`config.mk`:
```
export PLATFORM = sky130hd
export DESIGN_NAME = congestion_window_control_core
export DESIGN_NICKNAME = d
export VERILOG_FILES = /design/src/hdl/cwc_pkg.sv /design/src/hdl/cwc_div.sv /design/src/hdl/congestion_window_control_core.sv
export SDC_FILE = /design/constraint.sdc
export NUM_CORES = 1
export LEC_CHECK = 0
export ABC_AREA = 0
export BUFFER_PORTS_ARGS = -buffer_cell sky130_fd_sc_hd__buf_2
export CORE_MARGIN = 1.5
export CORE_UTILIZATION = 64
export CTS_CLUSTER_DIAMETER = 40
export DETAILED_ROUTE_END_ITERATION = 10
export PLACE_DENSITY = 0.82
export SYNTH_ARGS = -nofsm -noshare
export SYNTH_HDL_FRONTEND = slang
export SYNTH_HIERARCHICAL = 1
export SYNTH_SLANG_ARGS = --single-unit
```
`constraint.sdc`:
```
create_clock -name clk -period 8.5 [get_ports clk]
set_input_delay 1.275 -clock clk [delete_from_list [all_inputs] [get_ports clk]]
set_output_delay 1.275 -clock clk [all_outputs]
set_load 0.02 [all_outputs]
```
`src/hdl/cwc_pkg.sv`:
```
// Shared types and constants for the congestion window control block.
package cwc_pkg;

  localparam int DATA_W = 32;
  localparam int SEG_W  = 16;
  localparam int DIV_CNT_W = $clog2(DATA_W);

  localparam logic [SEG_W-1:0]  RESET_SEGMENT  = SEG_W'(1460);
  localparam logic [DATA_W-1:0] OPEN_THRESHOLD = DATA_W'(65535);
  localparam logic [1:0]        DUP_TRIGGER    = 2'd3;

  // Event kinds carried in func
  typedef enum logic [1:0] {
    FUNC_OPEN    = 2'd0,
    FUNC_NEW_ACK = 2'd1,
    FUNC_DUP_ACK = 2'd2,
    FUNC_TIMEOUT = 2'd3
  } func_t;

  // Sequencer states
  typedef enum logic [1:0] {
    S_IDLE,
    S_DIV_START,
    S_DIV_WAIT,
    S_DONE
  } state_t;

endpackage

```
`src/hdl/cwc_div.sv`:
```
// Iterative restoring divider: one quotient bit per clock.
module cwc_div (
  input  logic                       clk,
  input  logic                       rst,
  input  logic                       start,
  input  logic [cwc_pkg::DATA_W-1:0] dividend,
  input  logic [cwc_pkg::DATA_W-1:0] divisor,
  output logic                       done,
  output logic [cwc_pkg::DATA_W-1:0] quotient
);
  import cwc_pkg::*;

  logic [DATA_W-1:0]    rem;
  logic [DATA_W-1:0]    quo;
  logic [DATA_W-1:0]    dvs;
  logic [DIV_CNT_W-1:0] cnt;
  logic                 busy;
  logic [DATA_W:0]      shifted;
  logic [DATA_W:0]      diff;
  logic                 fits;

  // One restoring step: shift in next dividend bit, subtract if it fits
  always_comb begin
    shifted = {rem, quo[DATA_W-1]};
    diff    = shifted - {1'b0, dvs};
    fits    = (shifted >= {1'b0, dvs});
  end

  always_ff @(posedge clk) begin
    if (rst) begin
      busy <= 1'b0;
      done <= 1'b0;
      cnt  <= '0;
    end else begin
      done <= 1'b0;
      if (start) begin
        busy <= 1'b1;
        cnt  <= '0;
      end else if (busy) begin
        cnt <= cnt + 1'b1;
        if (cnt == DIV_CNT_W'(DATA_W - 1)) begin
          busy <= 1'b0;
          done <= 1'b1;
        end
      end
    end
  end

  // Datapath registers
  always_ff @(posedge clk) begin
    if (start) begin
      rem <= '0;
      quo <= dividend;
      dvs <= divisor;
    end else if (busy) begin
      rem <= fits ? diff[DATA_W-1:0] : shifted[DATA_W-1:0];
      quo <= {quo[DATA_W-2:0], fits};
    end
  end

  assign quotient = quo;

endmodule

```
`src/hdl/congestion_window_control_core.sv`:
```
// Congestion window control core (Reno style). One event per input transaction, one result
// per event. Open, duplicate ACK, timeout, slow-start ACK and zero-window avoidance ACK
// events go from accept through the done state to the output register; a congestion-avoidance
// ACK with a nonzero window first runs the bit-serial divider, which forms segment^2/window
// one quotient bit per clock over 32 steps. The done state holds while the output is full.
// The input is not ready while an event is in progress; one finished result may wait in the
// output register while the next event is taken. segment_size writes apply from the next event.
module congestion_window_control_core (
  input  logic                        clk,
  input  logic                        rst,
  input  logic                        cfg_write,
  input  logic [cwc_pkg::SEG_W-1:0]   cfg_data,
  input  logic                        in_valid,
  output logic                        in_ready,
  input  logic [1:0]                  func,
  input  logic                        has_outstanding,
  output logic                        out_valid,
  input  logic                        out_ready,
  output logic [cwc_pkg::DATA_W-1:0]  window,
  output logic [cwc_pkg::DATA_W-1:0]  threshold,
  output logic                        slow_start,
  output logic                        loss_detected,
  output logic                        retransmit_request
);
  import cwc_pkg::*;

  state_t state, state_next;

  logic [SEG_W-1:0]  segment_size;
  logic [DATA_W-1:0] cwnd;
  logic [DATA_W-1:0] ssthresh;
  logic [1:0]        dup_count;
  logic              loss;
  logic              outstanding;
  logic [DATA_W-1:0] seg_sq;

  logic              accept;
  logic              out_free;
  logic              div_start;
  logic              div_done;
  logic [DATA_W-1:0] div_quo;

  logic [DATA_W-1:0] half;
  logic [DATA_W-1:0] floor2;
  logic [DATA_W-1:0] loss_thr;
  logic [DATA_W:0]   add_sum;
  logic [DATA_W-1:0] add_sat;
  logic [DATA_W-1:0] add_operand;
  logic [1:0]        dup_inc;
  logic              need_div;
  func_t             fn;

  assign fn       = func_t'(func);
  assign accept   = in_valid && in_ready;
  assign out_free = !out_valid || out_ready;

  // Loss threshold: max(window/2, 2*segment)
  always_comb begin
    half     = {1'b0, cwnd[DATA_W-1:1]};
    floor2   = DATA_W'({segment_size, 1'b0});
    loss_thr = (half < floor2) ? floor2 : half;
  end

  // Shared saturating adder: segment step at accept, divider quotient afterwards
  always_comb begin
    add_operand = (state == S_DIV_WAIT) ? div_quo : DATA_W'(segment_size);
    add_sum     = {1'b0, cwnd} + {1'b0, add_operand};
    add_sat     = add_sum[DATA_W] ? '1 : add_sum[DATA_W-1:0];
  end

  assign dup_inc  = dup_count + 2'd1;
  // Avoidance needs the divide unless the window is zero (increment taken as 0)
  assign need_div = (fn == FUNC_NEW_ACK) && !(cwnd < ssthresh) && (cwnd != '0);

  // Next state and sequencer outputs
  always_comb begin
    state_next = state;
    in_ready   = 1'b0;
    div_start  = 1'b0;
    case (state)
      S_IDLE: begin
        in_ready = 1'b1;
        if (in_valid) begin
          state_next = need_div ? S_DIV_START : S_DONE;
        end
      end
      S_DIV_START: begin
        div_start  = 1'b1;
        state_next = S_DIV_WAIT;
      end
      S_DIV_WAIT: begin
        if (div_done) begin
          state_next = S_DONE;
        end
      end
      S_DONE: begin
        if (out_free) begin
          state_next = S_IDLE;
        end
      end
      default: state_next = S_IDLE;
    endcase
  end

  always_ff @(posedge clk) begin
    if (rst) begin
      state <= S_IDLE;
    end else begin
      state <= state_next;
    end
  end

  // Configuration register
  always_ff @(posedge clk) begin
    if (rst) begin
      segment_size <= RESET_SEGMENT;
    end else if (cfg_write) begin
      segment_size <= cfg_data;
    end
  end

  // Connection state update
  always_ff @(posedge clk) begin
    if (rst) begin
      cwnd      <= DATA_W'(RESET_SEGMENT);
      ssthresh  <= OPEN_THRESHOLD;
      dup_count <= '0;
    end else if (accept) begin
      case (fn)
        FUNC_OPEN: begin
          cwnd      <= DATA_W'(segment_size);
          ssthresh  <= OPEN_THRESHOLD;
          dup_count <= '0;
        end
        FUNC_NEW_ACK: begin
          if (cwnd < ssthresh) begin
            cwnd <= add_sat;
          end
          dup_count <= '0;
        end
        FUNC_DUP_ACK: begin
          if (dup_inc == DUP_TRIGGER) begin
            ssthresh  <= loss_thr;
            cwnd      <= loss_thr;
            dup_count <= '0;
          end else begin
            dup_count <= dup_inc;
          end
        end
        FUNC_TIMEOUT: begin
          ssthresh  <= loss_thr;
          cwnd      <= DATA_W'(segment_size);
          dup_count <= '0;
        end
        default: dup_count <= '0;
      endcase
    end else if (state == S_DIV_WAIT && div_done) begin
      cwnd <= add_sat;
    end
  end

  // Per-transaction flags and divider operand
  always_ff @(posedge clk) begin
    if (accept) begin
      loss        <= (fn == FUNC_TIMEOUT) ||
                     ((fn == FUNC_DUP_ACK) && (dup_inc == DUP_TRIGGER));
      outstanding <= has_outstanding;
      seg_sq      <= DATA_W'(segment_size) * DATA_W'(segment_size);
    end
  end

  cwc_div u_div (
    .clk      (clk),
    .rst      (rst),
    .start    (div_start),
    .dividend (seg_sq),
    .divisor  (cwnd),
    .done     (div_done),
    .quotient (div_quo)
  );

  // Output register
  always_ff @(posedge clk) begin
    if (rst) begin
      out_valid <= 1'b0;
    end else if (state == S_DONE && out_free) begin
      out_valid <= 1'b1;
    end else if (out_ready) begin
      out_valid <= 1'b0;
    end
  end

  always_ff @(posedge clk) begin
    if (state == S_DONE && out_free) begin
      window             <= cwnd;
      threshold          <= ssthresh;
      slow_start         <= (cwnd < ssthresh);
      loss_detected      <= loss;
      retransmit_request <= loss && outstanding;
    end
  end

endmodule

```
# Word-level counts from Yosys, hierarchy flattened
# Cells that the tools add are included.
[word_totals] inputBits=24 reg_bits=289 elab_cells=95
[op_classes] n_mux=27 add_sub_neg=4 n_mul=1 n_lt_le_gt_ge=3 n_eq_ne=14 bitwise=1 reduce_logical=25
[op_table] op="$mux W32" n=9
[op_table] op="$pmux W32 S3" n=2
[op_table] op="$add A32 B32 Y33" n=1
[op_table] op="$ge A33 B32 Y1" n=1
[op_table] op="$lt A32 B32 Y1" n=1
[op_table] op="$mul A16 B16 Y32" n=1
[op_table] op="$reduce_bool A32 Y1" n=1
[op_table] op="$sub A32 B32 Y32" n=1
[op_table] op="$lt A31 B17 Y1" n=1
[op_table] op="$mux W31" n=1
[op_table] op="$eq A2 B2 Y1 const B" n=5
[op_table] op="$mux W2" n=5
[op_table] op="$reduce_and A3 Y1" n=3
[op_table] op="$mux W1" n=8
[op_table] op="$pmux W2 S4" n=1
[op_table] op="$logic_and A1 B1 Y1" n=7
[op_table] op="$ne A2 B2 Y1 const B" n=3
[op_table] op="$reduce_bool A2 Y1" n=3
[op_table] op="$reduce_or A3 Y1" n=2
[op_table] op="$add A5 B1 Y5 const B" n=1
[op_table] op="$eq A5 B5 Y1 const B" n=1
[op_table] op="$eq A2 B1 Y1 const B" n=2
[op_table] op="$logic_not A2 Y1" n=2
[op_table] op="$pmux W2 S2" n=1
[op_table] op="9 further kinds" n=12

# Longest topological paths before layout
# Gate-level depths: netlist (run 1).
[logic_depth] word_depth=7 depth_mapped=25 depth_no_buf=23

# By module
# The synthesis (run 1) kept the hierarchy.
[by_module_without_submodules] mod="congestion_window_control_core" area_each_um2=17229.0 seq_area_each_um2=4654.5 cells_each=1839 n_inst=1
[by_module_without_submodules] mod="cwc_div" area_each_um2=6064.6 seq_area_each_um2=2702.6 cells_each=589 n_inst=1

# Least setup slack after synthesis (run 1)
# Ideal clock, no wire load.
[synth_timing] path_type="register to register" from="register segment_size[9]" to="register seg_sq[30], data pin" t_arrival_ps=6116 period_less_slack_ps=6380 slack_ps=2120 stages_incl_launch_ff=26 t_required_ps=8236 cell_sequence="dfxtp_1 clkbuf_1 inv_1 clkbuf_1 nor2_1 inv_1 fa_1 inv_1 fa_1 inv_1 fa_1 inv_1 fa_1 fa_1 inv_1 fa_1 inv_1 ha_1 a21oi_1 o21ai_0 a21oi_1 o21ai_0 o41ai_1 o2111ai_1 a221oi_1 xnor2_1"
[synth_via] elab_chain_cells=1
[synth_rtl] item="start, declared" line_no="congestion_window_control_core.sv:29" rtl="logic [SEG_W-1:0] segment_size;"
[synth_rtl] item="start signal, assigned" line_no="congestion_window_control_core.sv:118" rtl="segment_size <= cfg_data;"
[synth_rtl] item="$mul A16 B16 Y32" line_no="congestion_window_control_core.sv:168" rtl="seg_sq <= DATA_W'(segment_size) * DATA_W'(segment_size);"
[synth_rtl] item="end signal, assigned" line_no="congestion_window_control_core.sv:168"
[synth_rtl] item="end, declared" line_no="congestion_window_control_core.sv:35" rtl="logic [DATA_W-1:0] seg_sq;"
# Every way passes these cells.
# A chain may end at the register's enable or synchronous reset.

# Worst setup path after layout (run 1)
[layout_timing] from="register segment_size[1]" to="register seg_sq[30], data pin"
# The elaborated chain is that of the path after synthesis.

==> results of run 1 <==
==> per-stage QoR <==
step                cell area (um2)  total power [mW]  setup slack [ns]   util  instances
floorplan                     23300              6.96              2.12      -       2429
global placement              24000              8.39              1.29  0.673       2889
detailed placement            24000              8.54              1.08  0.673       2889
CTS                           25500              10.5              1.03  0.716       2972
global route                  25500              11.3             0.657  0.717       2973
finish                        25500              10.5             0.885  0.717       2973
==> report_power, final <==
group / internal [mW] / switching (mW)
clock network: 1.11 / 0.779
logic: 2.41 / 3.80
registers: 2.09 / 0.340
==> sequential cells by signal (all words and copies together) (netlist names) <==
signal / count
outstanding: 1
retransmit_request: 1
dup_count: 2
ssthresh: 31
threshold: 31
u_div/rem: 32
segment_size: 16
out_valid: 1
loss: 1
state: 2
window: 32
u_div/quotient: 32
cwnd: 32
slow_start: 1
u_div/dvs: 32
loss_detected: 1
u_div/done: 1
seg_sq: 31
u_div/busy: 1
u_div/cnt: 5
==> layout by cell type, fill, tap and decap left out, types with 32 or more instances in the layout <==
| cell | count |
|---|---|
| mux2_2 | 49 |
| a21o_1 | 48 |
| nand3_1 | 32 |
| buf_2 | 91 |
| o21ai_0 | 91 |
| a21oi_1 | 146 |
| dfxtp_1 | 122 |
| ha_1 | 221 |
| nor2_1 | 170 |
| clkbuf_16 | 45 |
| nand2_1 | 208 |
| xnor2_1 | 59 |
| and2_1 | 37 |
| inv_1 | 343 |
| edfxtp_1 | 163 |
| fa_1 | 166 |
==> worst paths after layout <==
kind	from	slack, ns	cells past startpoint	end
min reg2reg	ssthresh[12]	0.46	0	threshold[12]
max reg2reg	segment_size[1]	0.88	19	seg_sq[30]
min	ssthresh[12]	0.46	0	threshold[12]
max	segment_size[1]	0.88	19	seg_sq[30]
==> cells by family after synthesis <==
| kind of cell | share of synthesized area |
|---|---|
| other | 0.000161 |
| AO/OA/AOI/OAI | 0.154 |
| flip-flops | 0.316 |
| buffers and inverters | 0.0773 |
| adder cells (fa/ha/maj) | 0.262 |
| XOR/XNOR | 0.0335 |
| AND/OR/NAND/NOR | 0.123 |
| multiplexers | 0.0340 |
==> final cells by class <==
type,instances,share of cell area
clock inverter,37,0.0168
antenna,1,0.0000979
multi-input combinational,1682,0.554
tap,461,0.0226
inverter,355,0.0522
clock buffer,46,0.0442
sequential,286,0.288
timing repair buffer,105,0.0219
==> metal layers <==
layer  wire length (um)  global-route usage  vias up
met2              31000               0.593      824
met4               3120               0.174        2
met5                 13                   0        -
met1              25800               0.449     8934
met3               4680              0.0543      223
li1                   -                   -     8479
==> impl_metrics.py, run 1 <==
metrics = {
    "status": {
        "outcome": "complete, but fails checks",
        "failing_checks": "DRC",
    },
    "routing": {
        "drt.antenna.violating_nets": 0,
        "wirelength_mm": 64.7,
        "post_drt_via_cell_ratio": 6.21,
        "starting_drc_count_in_detailed_routing": 1737,
        "drt_pre_antenna_iters": 9,
        "routedWlPerCell_um": 21.8,
        "routed-via-count": 18500,
        "drc": 6,
    },
    "finish": {
        "post_route_cells_drive_above_1_share": 0.114,
        "footprint_of_the_flip_flops_and_latches_mm2": 0.00736,
        "layout.filler_cells": 2652,
        "nets": 2887,
        "layout-area-overhead-vs-synth_pct": 9.68,
        "area_of_combinational_cells_with_multiple_inputs_mm2": 0.0142,
    },
    "critical_path": {
        "critical_path.endpoint_type": "flop",
        "largest_stage_delay_worst_path_ns": 0.74,
        "critical-path-top-delay-family": "adder cells",
        "critPathMaxFanout": 16,
        "cp_cell_sequence": "clkinv_1 -> nor2_1 -> fa_1 -> fa_1 -> inv_1 -> fa_1 -> fa_1 -> fa_1 -> fa_1 -> inv_1 -> ha_1 -> a21oi_1 -> o22ai_1 -> nor2_1 -> a21oi_1 -> o41ai_1 -> o2111ai_1 -> a221oi_1 -> xnor2_1",
        "worst_path_most_repeated_cell": "fa_1",
        "worstPathArrival_ns": 7.94,
        "crit_path_top_delay_cell": "o41ai_1",
        "timing.setup.critical_path_class": "reg -> reg",
        "data_required_time_at_the_worst_endpoint_ns": 8.83,
        "worst_setup_start_kind": "flop",
        "buffers_plus_inverters_on_the_worst_setup_path": 3,
    },
    "synth": {
        "number_of_enable_type_register_cells_in_the_synthesized_netlist": 163,
        "syn-cell-area_mm2": 0.0233,
        "synth.ff_latch_count": 286,
        "synth_sequential_area_ratio": 0.316,
        "yosys.area.top_type_share": 0.210,
        "netlist_top_cells_area": "edfxtp_1 21%, fa_1 14%, ha_1 12%",
        "synth_common_cells": "344 x inv_1, 222 x ha_1, 208 x nand2_1, 170 x nor2_1, 166 x fa_1",
        "synthMostInstantiatedCell": "inv_1",
        "avg_inst_size_synth_um2": 9.59,
        "yosys_warns": 6,
        "synthesis.instances": 2428,
        "synth.largest_area_cell": "edfxtp_1",
        "postSynth.asyncResetShare": 0,
        "synth_cell_types": 96,
        "commonest_register_cell_after_synthesis": "edfxtp_1",
    },
    "floorplanning": {
        "die_height_um": 194,
        "initial_core_util": 0.653,
        "num_io_pins": 93,
        "core-area_mm2": 0.0357,
        "die_x_um": 194,
        "dieArea_mm2": 0.0375,
        "row_count": 69,
    },
    "sta": {
        "post-route-min-period_ns": 7.62,
        "clock.fmax_ghz": 0.131,
        "rsz0062_at_grt": "no",
        "slew_headroom": 0.237,
        "finalHoldViolations": 0,
        "timing.setup.tns_ns": 0,
        "share_of_the_cycle_needed_by_the_critical_path_after_routing": 0.896,
        "setup-violations-final": 0,
        "final_worst_clock_skew_ns": 0.0186,
        "worst_hold_slack_ns": 0.463,
        "final_max_slew_viol_count": 0,
        "timing_worst_slew_pin_value_ns": 1.14,
    },
    "grt": {
        "grt_remaining_overflow": 0,
        "grt_pass1_wl_mm": 104,
        "grt_max_degree": 70,
        "antenna_found_initial": 2,
        "vias_in_the_first_global_route": 19100,
        "total_routing_usage_gr": 0.353,
    },
    "cts": {
        "cts-root-buf": "clkbuf_16",
        "cts_tree": "done",
        "post-cts-setup-buffer-count": 0,
        "clkTransAtPathRegs_ns": 0.06,
        "hold_buffers": 0,
        "clock_sink_count": 286,
        "cts-buffers-inserted": 45,
        "clk_latency_ns": 0.59,
        "cts-root-to-sink-buffers": 3,
        "htreeDepth": 2,
        "post_cts_resized": 0,
    },
    "job": {
        "timing.max_cap.violations": 0,
    },
    "worst_hold_path": {
        "holdCritPathClass": "reg -> reg",
    },
    "power_and_ir_drop": {
        "power_per_cell_area_mw_per_mm2": 412,
        "power.static_leakage_nw": 11.6,
        "irDropWorstVdd_mv": 0.797,
    },
    "placed_design": {
        "io_buffer_count": 91,
        "gpl.final_weighted_congestion": 0.954,
        "dp_hpwl_mm": 48.1,
    },
}
Note: power is estimated with default switching activity, not from simulation.
==> run 2, diff against run 1 <==
--- a/config.mk
+++ b/config.mk
@@ -7,11 +7,14 @@
 export LEC_CHECK = 0
 export ABC_AREA = 0
 export BUFFER_PORTS_ARGS = -buffer_cell sky130_fd_sc_hd__buf_2
+export CELL_PAD_IN_SITES_DETAIL_PLACEMENT = 0
+export CELL_PAD_IN_SITES_GLOBAL_PLACEMENT = 2
 export CORE_MARGIN = 1.5
-export CORE_UTILIZATION = 64
+export CORE_UTILIZATION = 41
 export CTS_CLUSTER_DIAMETER = 40
 export DETAILED_ROUTE_END_ITERATION = 10
-export PLACE_DENSITY = 0.82
+export PLACE_DENSITY = 0.81
+export SKIP_CTS_REPAIR_TIMING = 1
 export SYNTH_ARGS = -nofsm -noshare
 export SYNTH_HDL_FRONTEND = slang
 export SYNTH_HIERARCHICAL = 1
==> run 2 against run 1 <==
  * Total power up 1.7%
  * Largest cell class unchanged
  * Register-to-register slack about the same
  * Clock skew up 0.00082 ns
  * Non-clock buffer count up 7
  * Core utilization down 25 points
  * The run now ends clean
  * Cell count up 11%
  * Sequential share of layout area down 0.83 points
  * Critical path depth up 2
  * Maximum frequency up 0.12%
  * Clock power up 15%
  * Critical path type unchanged
==> impl_metrics.py, run 2 (same netlist as run 1, synthesis figures left out) <==
metrics = {
    "placed_design": {
        "io_buffer_count": 91,
        "dp_hpwl_mm": 51.9,
        "placement.setup.worst_slack_ns": 1.02,
        "gpl.final_weighted_congestion": 0.894,
    },
    "floorplanning": {
        "initial_core_util": 0.414,
        "dieArea_mm2": 0.0583,
        "row_count": 87,
        "core-area_mm2": 0.0563,
        "die_height_um": 241,
        "num_io_pins": 93,
        "die_x_um": 241,
    },
    "sta": {
        "timing.setup.tns_ns": 0,
        "slew_headroom": 0.199,
        "timing_worst_slew_pin_value_ns": 1.19,
        "setup-violations-final": 0,
        "worst_hold_slack_ns": 0.437,
        "post-route-worst-setup-slack_ns": 0.894,
        "share_of_the_cycle_needed_by_the_critical_path_after_routing": 0.895,
        "finalHoldViolations": 0,
        "clock.fmax_ghz": 0.131,
        "post-route-min-period_ns": 7.61,
        "final_max_slew_viol_count": 0,
        "rsz0062_at_grt": "no",
        "final_worst_clock_skew_ns": 0.0194,
    },
    "cts": {
        "cts-buffers-inserted": 58,
        "clock_sink_count": 286,
        "htreeDepth": 2,
        "clk_latency_ns": 0.62,
        "cts-root-buf": "clkbuf_16",
        "cts-root-to-sink-buffers": 3,
        "clkTransAtPathRegs_ns": 0.05,
        "cts_tree": "done",
    },
    "power_and_ir_drop": {
        "irDropWorstVdd_mv": 0.411,
        "power_per_cell_area_mw_per_mm2": 407,
        "power.static_leakage_nw": 11.7,
        "total_power_mw": 10.7,
    },
    "grt": {
        "grt_remaining_overflow": 0,
        "antenna_found_initial": 3,
        "total_routing_usage_gr": 0.243,
        "groute.layer.met2.usage": 0.415,
        "grt_max_degree": 61,
        "groute.layer.met1.usage": 0.318,
        "grt_pass1_wl_mm": 108,
        "gr_busiest_metal": "met2",
        "vias_in_the_first_global_route": 18900,
        "grtUsageMet3": 0.0327,
    },
    "finish": {
        "layout-area-overhead-vs-synth_pct": 12.9,
        "layout.filler_cells": 5396,
        "post_route_cells_drive_above_1_share": 0.120,
        "mostFrequentLayoutCell": "inv_1",
        "most-common-layout-cells": "344 x inv_1, 221 x ha_1, 208 x nand2_1",
        "nets": 2907,
    },
    "critical_path": {
        "ff2ff_path_depth": 21,
        "worstPathArrival_ns": 7.96,
        "data_required_time_at_the_worst_endpoint_ns": 8.86,
        "critical_path.endpoint_type": "flop",
        "critPathMaxFanout": 15,
        "timing.setup.critical_path_class": "reg -> reg",
        "worst_setup_start_kind": "flop",
        "largest_stage_delay_worst_path_ns": 0.71,
        "worst_path_most_repeated_cell": "fa_1",
        "cp_cell_sequence": "clkinv_1 -> nor2_1 -> inv_1 -> fa_1 -> inv_1 -> fa_1 -> fa_1 -> fa_1 -> fa_1 -> inv_1 -> fa_1 -> inv_1 -> ha_1 -> a21oi_1 -> o21ai_0 -> a21oi_1 -> o21ai_0 -> o41ai_1 -> o2111ai_1 -> a221oi_1 -> xnor2_1",
        "crit_path_top_delay_cell": "dfxtp_1",
    },
    "routing": {
        "drt.antenna.violating_nets": 0,
        "drc": 0,
        "routed-via-count": 17900,
        "post_drt_via_cell_ratio": 5.41,
        "drt_pre_antenna_iters": 7,
        "wirelength_mm": 67.8,
        "starting_drc_count_in_detailed_routing": 895,
        "routedWlPerCell_um": 20.5,
    },
    "worst_hold_path": {
        "min_delay_path_depth": 0,
        "holdCritPathClass": "reg -> reg",
    },
    "job": {
        "timing.max_cap.violations": 0,
    },
    "status": {
        "outcome": "complete, no violations",
    },
}
-- run 2: path summary, 6_finish.rpt --
kind,slack (ns),end,startpoint
worst min register to register,0.44,loss_detected,loss
worst min-delay path,0.44,loss_detected,loss
worst max register to register,0.89,seg_sq[30],segment_size[2]
worst max-delay path,0.89,seg_sq[30],segment_size[2]
-- run 2: through the flow --
stage               cells   util  instance area, um2
floorplan            2429      -               23300
global placement     3191  0.434               24400
detailed placement   3191  0.434               24400
CTS                  3300  0.467               26300
global route         3302  0.467               26300
finish               3302  0.467               26300
-- run 2: layer usage --
layer	part of all wire	routed length [um]	up-vias
met2	0.48	32600	459
met3	0.049	3310	116
met5	0	0	-
met4	0.029	1940	0
met1	0.44	30000	8755
li1	-	-	8542
-- run 2: area by class of cell --
type                            instances  area, um2  share of cell area
Antenna cell                            2       5.00            0.000190
Clock inverter                         35        359              0.0137
Multi-Input combinational cell       1682      14200               0.538
Inverter                              355       1330              0.0507
Tap cell                              756        946              0.0360
Sequential cell                       286       7360               0.280
Clock buffer                           74       1530              0.0582
Timing Repair Buffer                  112        613              0.0233
-- run 2: worst max-delay path, delay by kind of cell (launching register included) --
| kind | cells | cell delay (ns) |
|---|---|---|
| AO/OA/AOI/OAI | 7 | 1.89 |
| AND/OR/NAND/NOR | 1 | 0.31 |
| buffers and inverters | 5 | 0.82 |
| flip-flops | 1 | 0.71 |
| XOR/XNOR | 1 | 0.10 |
| adder cells (fa/ha/maj) | 7 | 3.51 |
-- run 2: where the power goes --
| part | switching [mW] | internal [mW] | total [mW] |
|---|---|---|---|
| logic | 3.72 | 2.40 | 6.12 |
| clock network | 0.815 | 1.35 | 2.17 |
| registers | 0.329 | 2.09 | 2.42 |
| total | 4.86 | 5.85 | 10.7 |
==> run 3, diff against run 2 <==
--- a/config.mk
+++ b/config.mk
@@ -9,7 +9,7 @@
 export BUFFER_PORTS_ARGS = -buffer_cell sky130_fd_sc_hd__buf_2
 export CELL_PAD_IN_SITES_DETAIL_PLACEMENT = 0
 export CELL_PAD_IN_SITES_GLOBAL_PLACEMENT = 2
-export CORE_MARGIN = 1.5
+export CORE_MARGIN = 1
 export CORE_UTILIZATION = 41
 export CTS_CLUSTER_DIAMETER = 40
 export DETAILED_ROUTE_END_ITERATION = 10
==> run 3 against run 2 <==
  * Design area is 0.30% higher
  * Sequential power hardly changed
  * Clock skew is 0.018 ns higher
  * Clock-buffer cell count is 13 lower
  * Flip-flop and latch count stayed put
  * Wire length is 0.37% higher
  * Register-to-register slack hardly changed
  * Cell count is 0.27% lower
  * Global-route usage hardly changed
  * Via count is 0.68% higher
  * Hold slack better by 0.020 ns
  * Total power is 1.4% higher
  * Critical endpoint unchanged
==> impl_metrics.py, run 3 (same netlist as run 1, synthesis figures left out) <==
metrics = {
    "status": {
        "outcome": "complete, no violations",
    },
    "routing": {
        "starting_drc_count_in_detailed_routing": 941,
        "wirelength_mm": 68.1,
        "post_drt_via_cell_ratio": 5.46,
        "routedWlPerCell_um": 20.7,
        "drt_pre_antenna_iters": 5,
        "drc": 0,
        "routed-via-count": 18000,
        "drt.antenna.violating_nets": 0,
    },
    "finish": {
        "layout-area-overhead-vs-synth_pct": 13.3,
        "post_route_cells_drive_above_1_share": 0.124,
        "nets": 2906,
        "post_layout_nonfiller_instances": 3293,
        "layout.filler_cells": 5313,
        "mostFrequentLayoutCell": "inv_1",
        "final_cell_area_mm2": 0.0264,
        "final_util": 0.474,
        "most-common-layout-cells": "344 x inv_1, 221 x ha_1, 208 x nand2_1",
    },
    "floorplanning": {
        "row_count": 86,
        "num_io_pins": 93,
        "die_x_um": 240,
        "die_height_um": 240,
        "core-area_mm2": 0.0556,
        "initial_core_util": 0.419,
        "dieArea_mm2": 0.0578,
    },
    "grt": {
        "antenna_found_initial": 2,
        "grt_remaining_overflow": 0,
        "total_routing_usage_gr": 0.243,
        "vias_in_the_first_global_route": 18800,
        "grt_max_degree": 60,
        "grt_pass1_wl_mm": 108,
    },
    "critical_path": {
        "timing.setup.critical_path_class": "reg -> reg",
        "critPathMaxFanout": 15,
        "worst_setup_start_kind": "flop",
        "data_required_time_at_the_worst_endpoint_ns": 8.83,
        "critical_path.endpoint_type": "flop",
        "worstPathArrival_ns": 7.94,
    },
    "power_and_ir_drop": {
        "power.internal_mw": 5.92,
        "combinationalPowerShare": 0.566,
        "total_switching_power_mw": 4.93,
        "total_power_mw": 10.9,
        "switching_share": 0.454,
        "power.static_leakage_nw": 11.8,
        "irDropWorstVdd_mv": 0.424,
        "power_per_cell_area_mw_per_mm2": 412,
        "seqPwrFrac": 0.224,
        "power.share.clock": 0.210,
    },
    "sta": {
        "slew_headroom": 0.256,
        "final_worst_clock_skew_ns": 0.0369,
        "share_of_the_cycle_needed_by_the_critical_path_after_routing": 0.895,
        "post-route-min-period_ns": 7.61,
        "post-route-worst-setup-slack_ns": 0.894,
        "timing.setup.tns_ns": 0,
        "timing_worst_slew_pin_value_ns": 1.12,
        "rsz0062_at_grt": "no",
        "finalHoldViolations": 0,
        "final_max_slew_viol_count": 0,
        "setup-violations-final": 0,
        "worst_hold_slack_ns": 0.457,
        "clock.fmax_ghz": 0.131,
    },
    "worst_hold_path": {
        "holdCritPathClass": "reg -> reg",
    },
    "placed_design": {
        "placement.setup.worst_slack_ns": 1.10,
        "detailed_place.area_mm2": 0.0244,
        "dp_hpwl_mm": 51.8,
        "cell_total_after_placement": 3184,
        "gpl.final_weighted_congestion": 0.951,
        "io_buffer_count": 91,
    },
    "cts": {
        "clk_latency_ns": 0.62,
        "cts_tree": "done",
        "htreeDepth": 2,
        "clkTransAtPathRegs_ns": 0.05,
        "cts-root-to-sink-buffers": 3,
        "cts-buffers-inserted": 56,
        "clock_sink_count": 286,
        "cts-root-buf": "clkbuf_16",
    },
    "job": {
        "timing.max_cap.violations": 0,
    },
}
-- run 3: per-layer routing --
| metal | track usage | share of wire | vias to the layer above |
|---|---|---|---|
| met2 | 0.406 | 0.47 | 490 |
| met5 | 0 | 0 | - |
| met3 | 0.0393 | 0.056 | 134 |
| li1 | - | - | 8531 |
| met4 | 0.0869 | 0.033 | 0 |
| met1 | 0.317 | 0.44 | 8838 |
-- run 3: path summary, 6_finish.rpt --
kind	from	to	slack [ns]	depth (start not counted)
max reg2reg	segment_size[2]	seg_sq[30]	0.89	21
min	ssthresh[12]	threshold[12]	0.46	0
min reg2reg	ssthresh[12]	threshold[12]	0.46	0
max	segment_size[2]	seg_sq[30]	0.89	21
-- run 3: power by group through the flow --
| stage | clock network, mW | logic, mW | registers, mW |
|---|---|---|---|
| floorplan | 0 | 4.63 | 2.33 |
| global placement | 0 | 6.10 | 2.44 |
| detailed placement | 0 | 6.10 | 2.46 |
| CTS | 2.34 | 6.20 | 2.43 |
| global route | 2.39 | 6.93 | 2.47 |
| finish | 2.29 | 6.14 | 2.43 |
-- run 3: final cells by class --
class	count	area, um2	area share
well taps	748	936	0.0355
clock buffers	61	1440	0.0546
flip-flops and latches	286	7360	0.279
clock inverters	45	531	0.0201
diodes	3	7.51	0.000285
inverters	355	1330	0.0505
repair buffers	113	621	0.0235
multi-input cells	1682	14200	0.537
-- run 3: critical path, stage by stage (launching register included) --
cell and delay [ns]:
dfxtp_1 0.68, clkinv_1 0.57, nor2_1 0.30, inv_1 0.09, fa_1 0.52, inv_1 0.06
fa_1 0.50, fa_1 0.53, fa_1 0.52, fa_1 0.55, inv_1 0.06, fa_1 0.53
inv_1 0.04, ha_1 0.34, a21oi_1 0.14, o21ai_0 0.11, a21oi_1 0.17, o21ai_0 0.18
o41ai_1 0.68, o2111ai_1 0.27, a221oi_1 0.36, xnor2_1 0.11
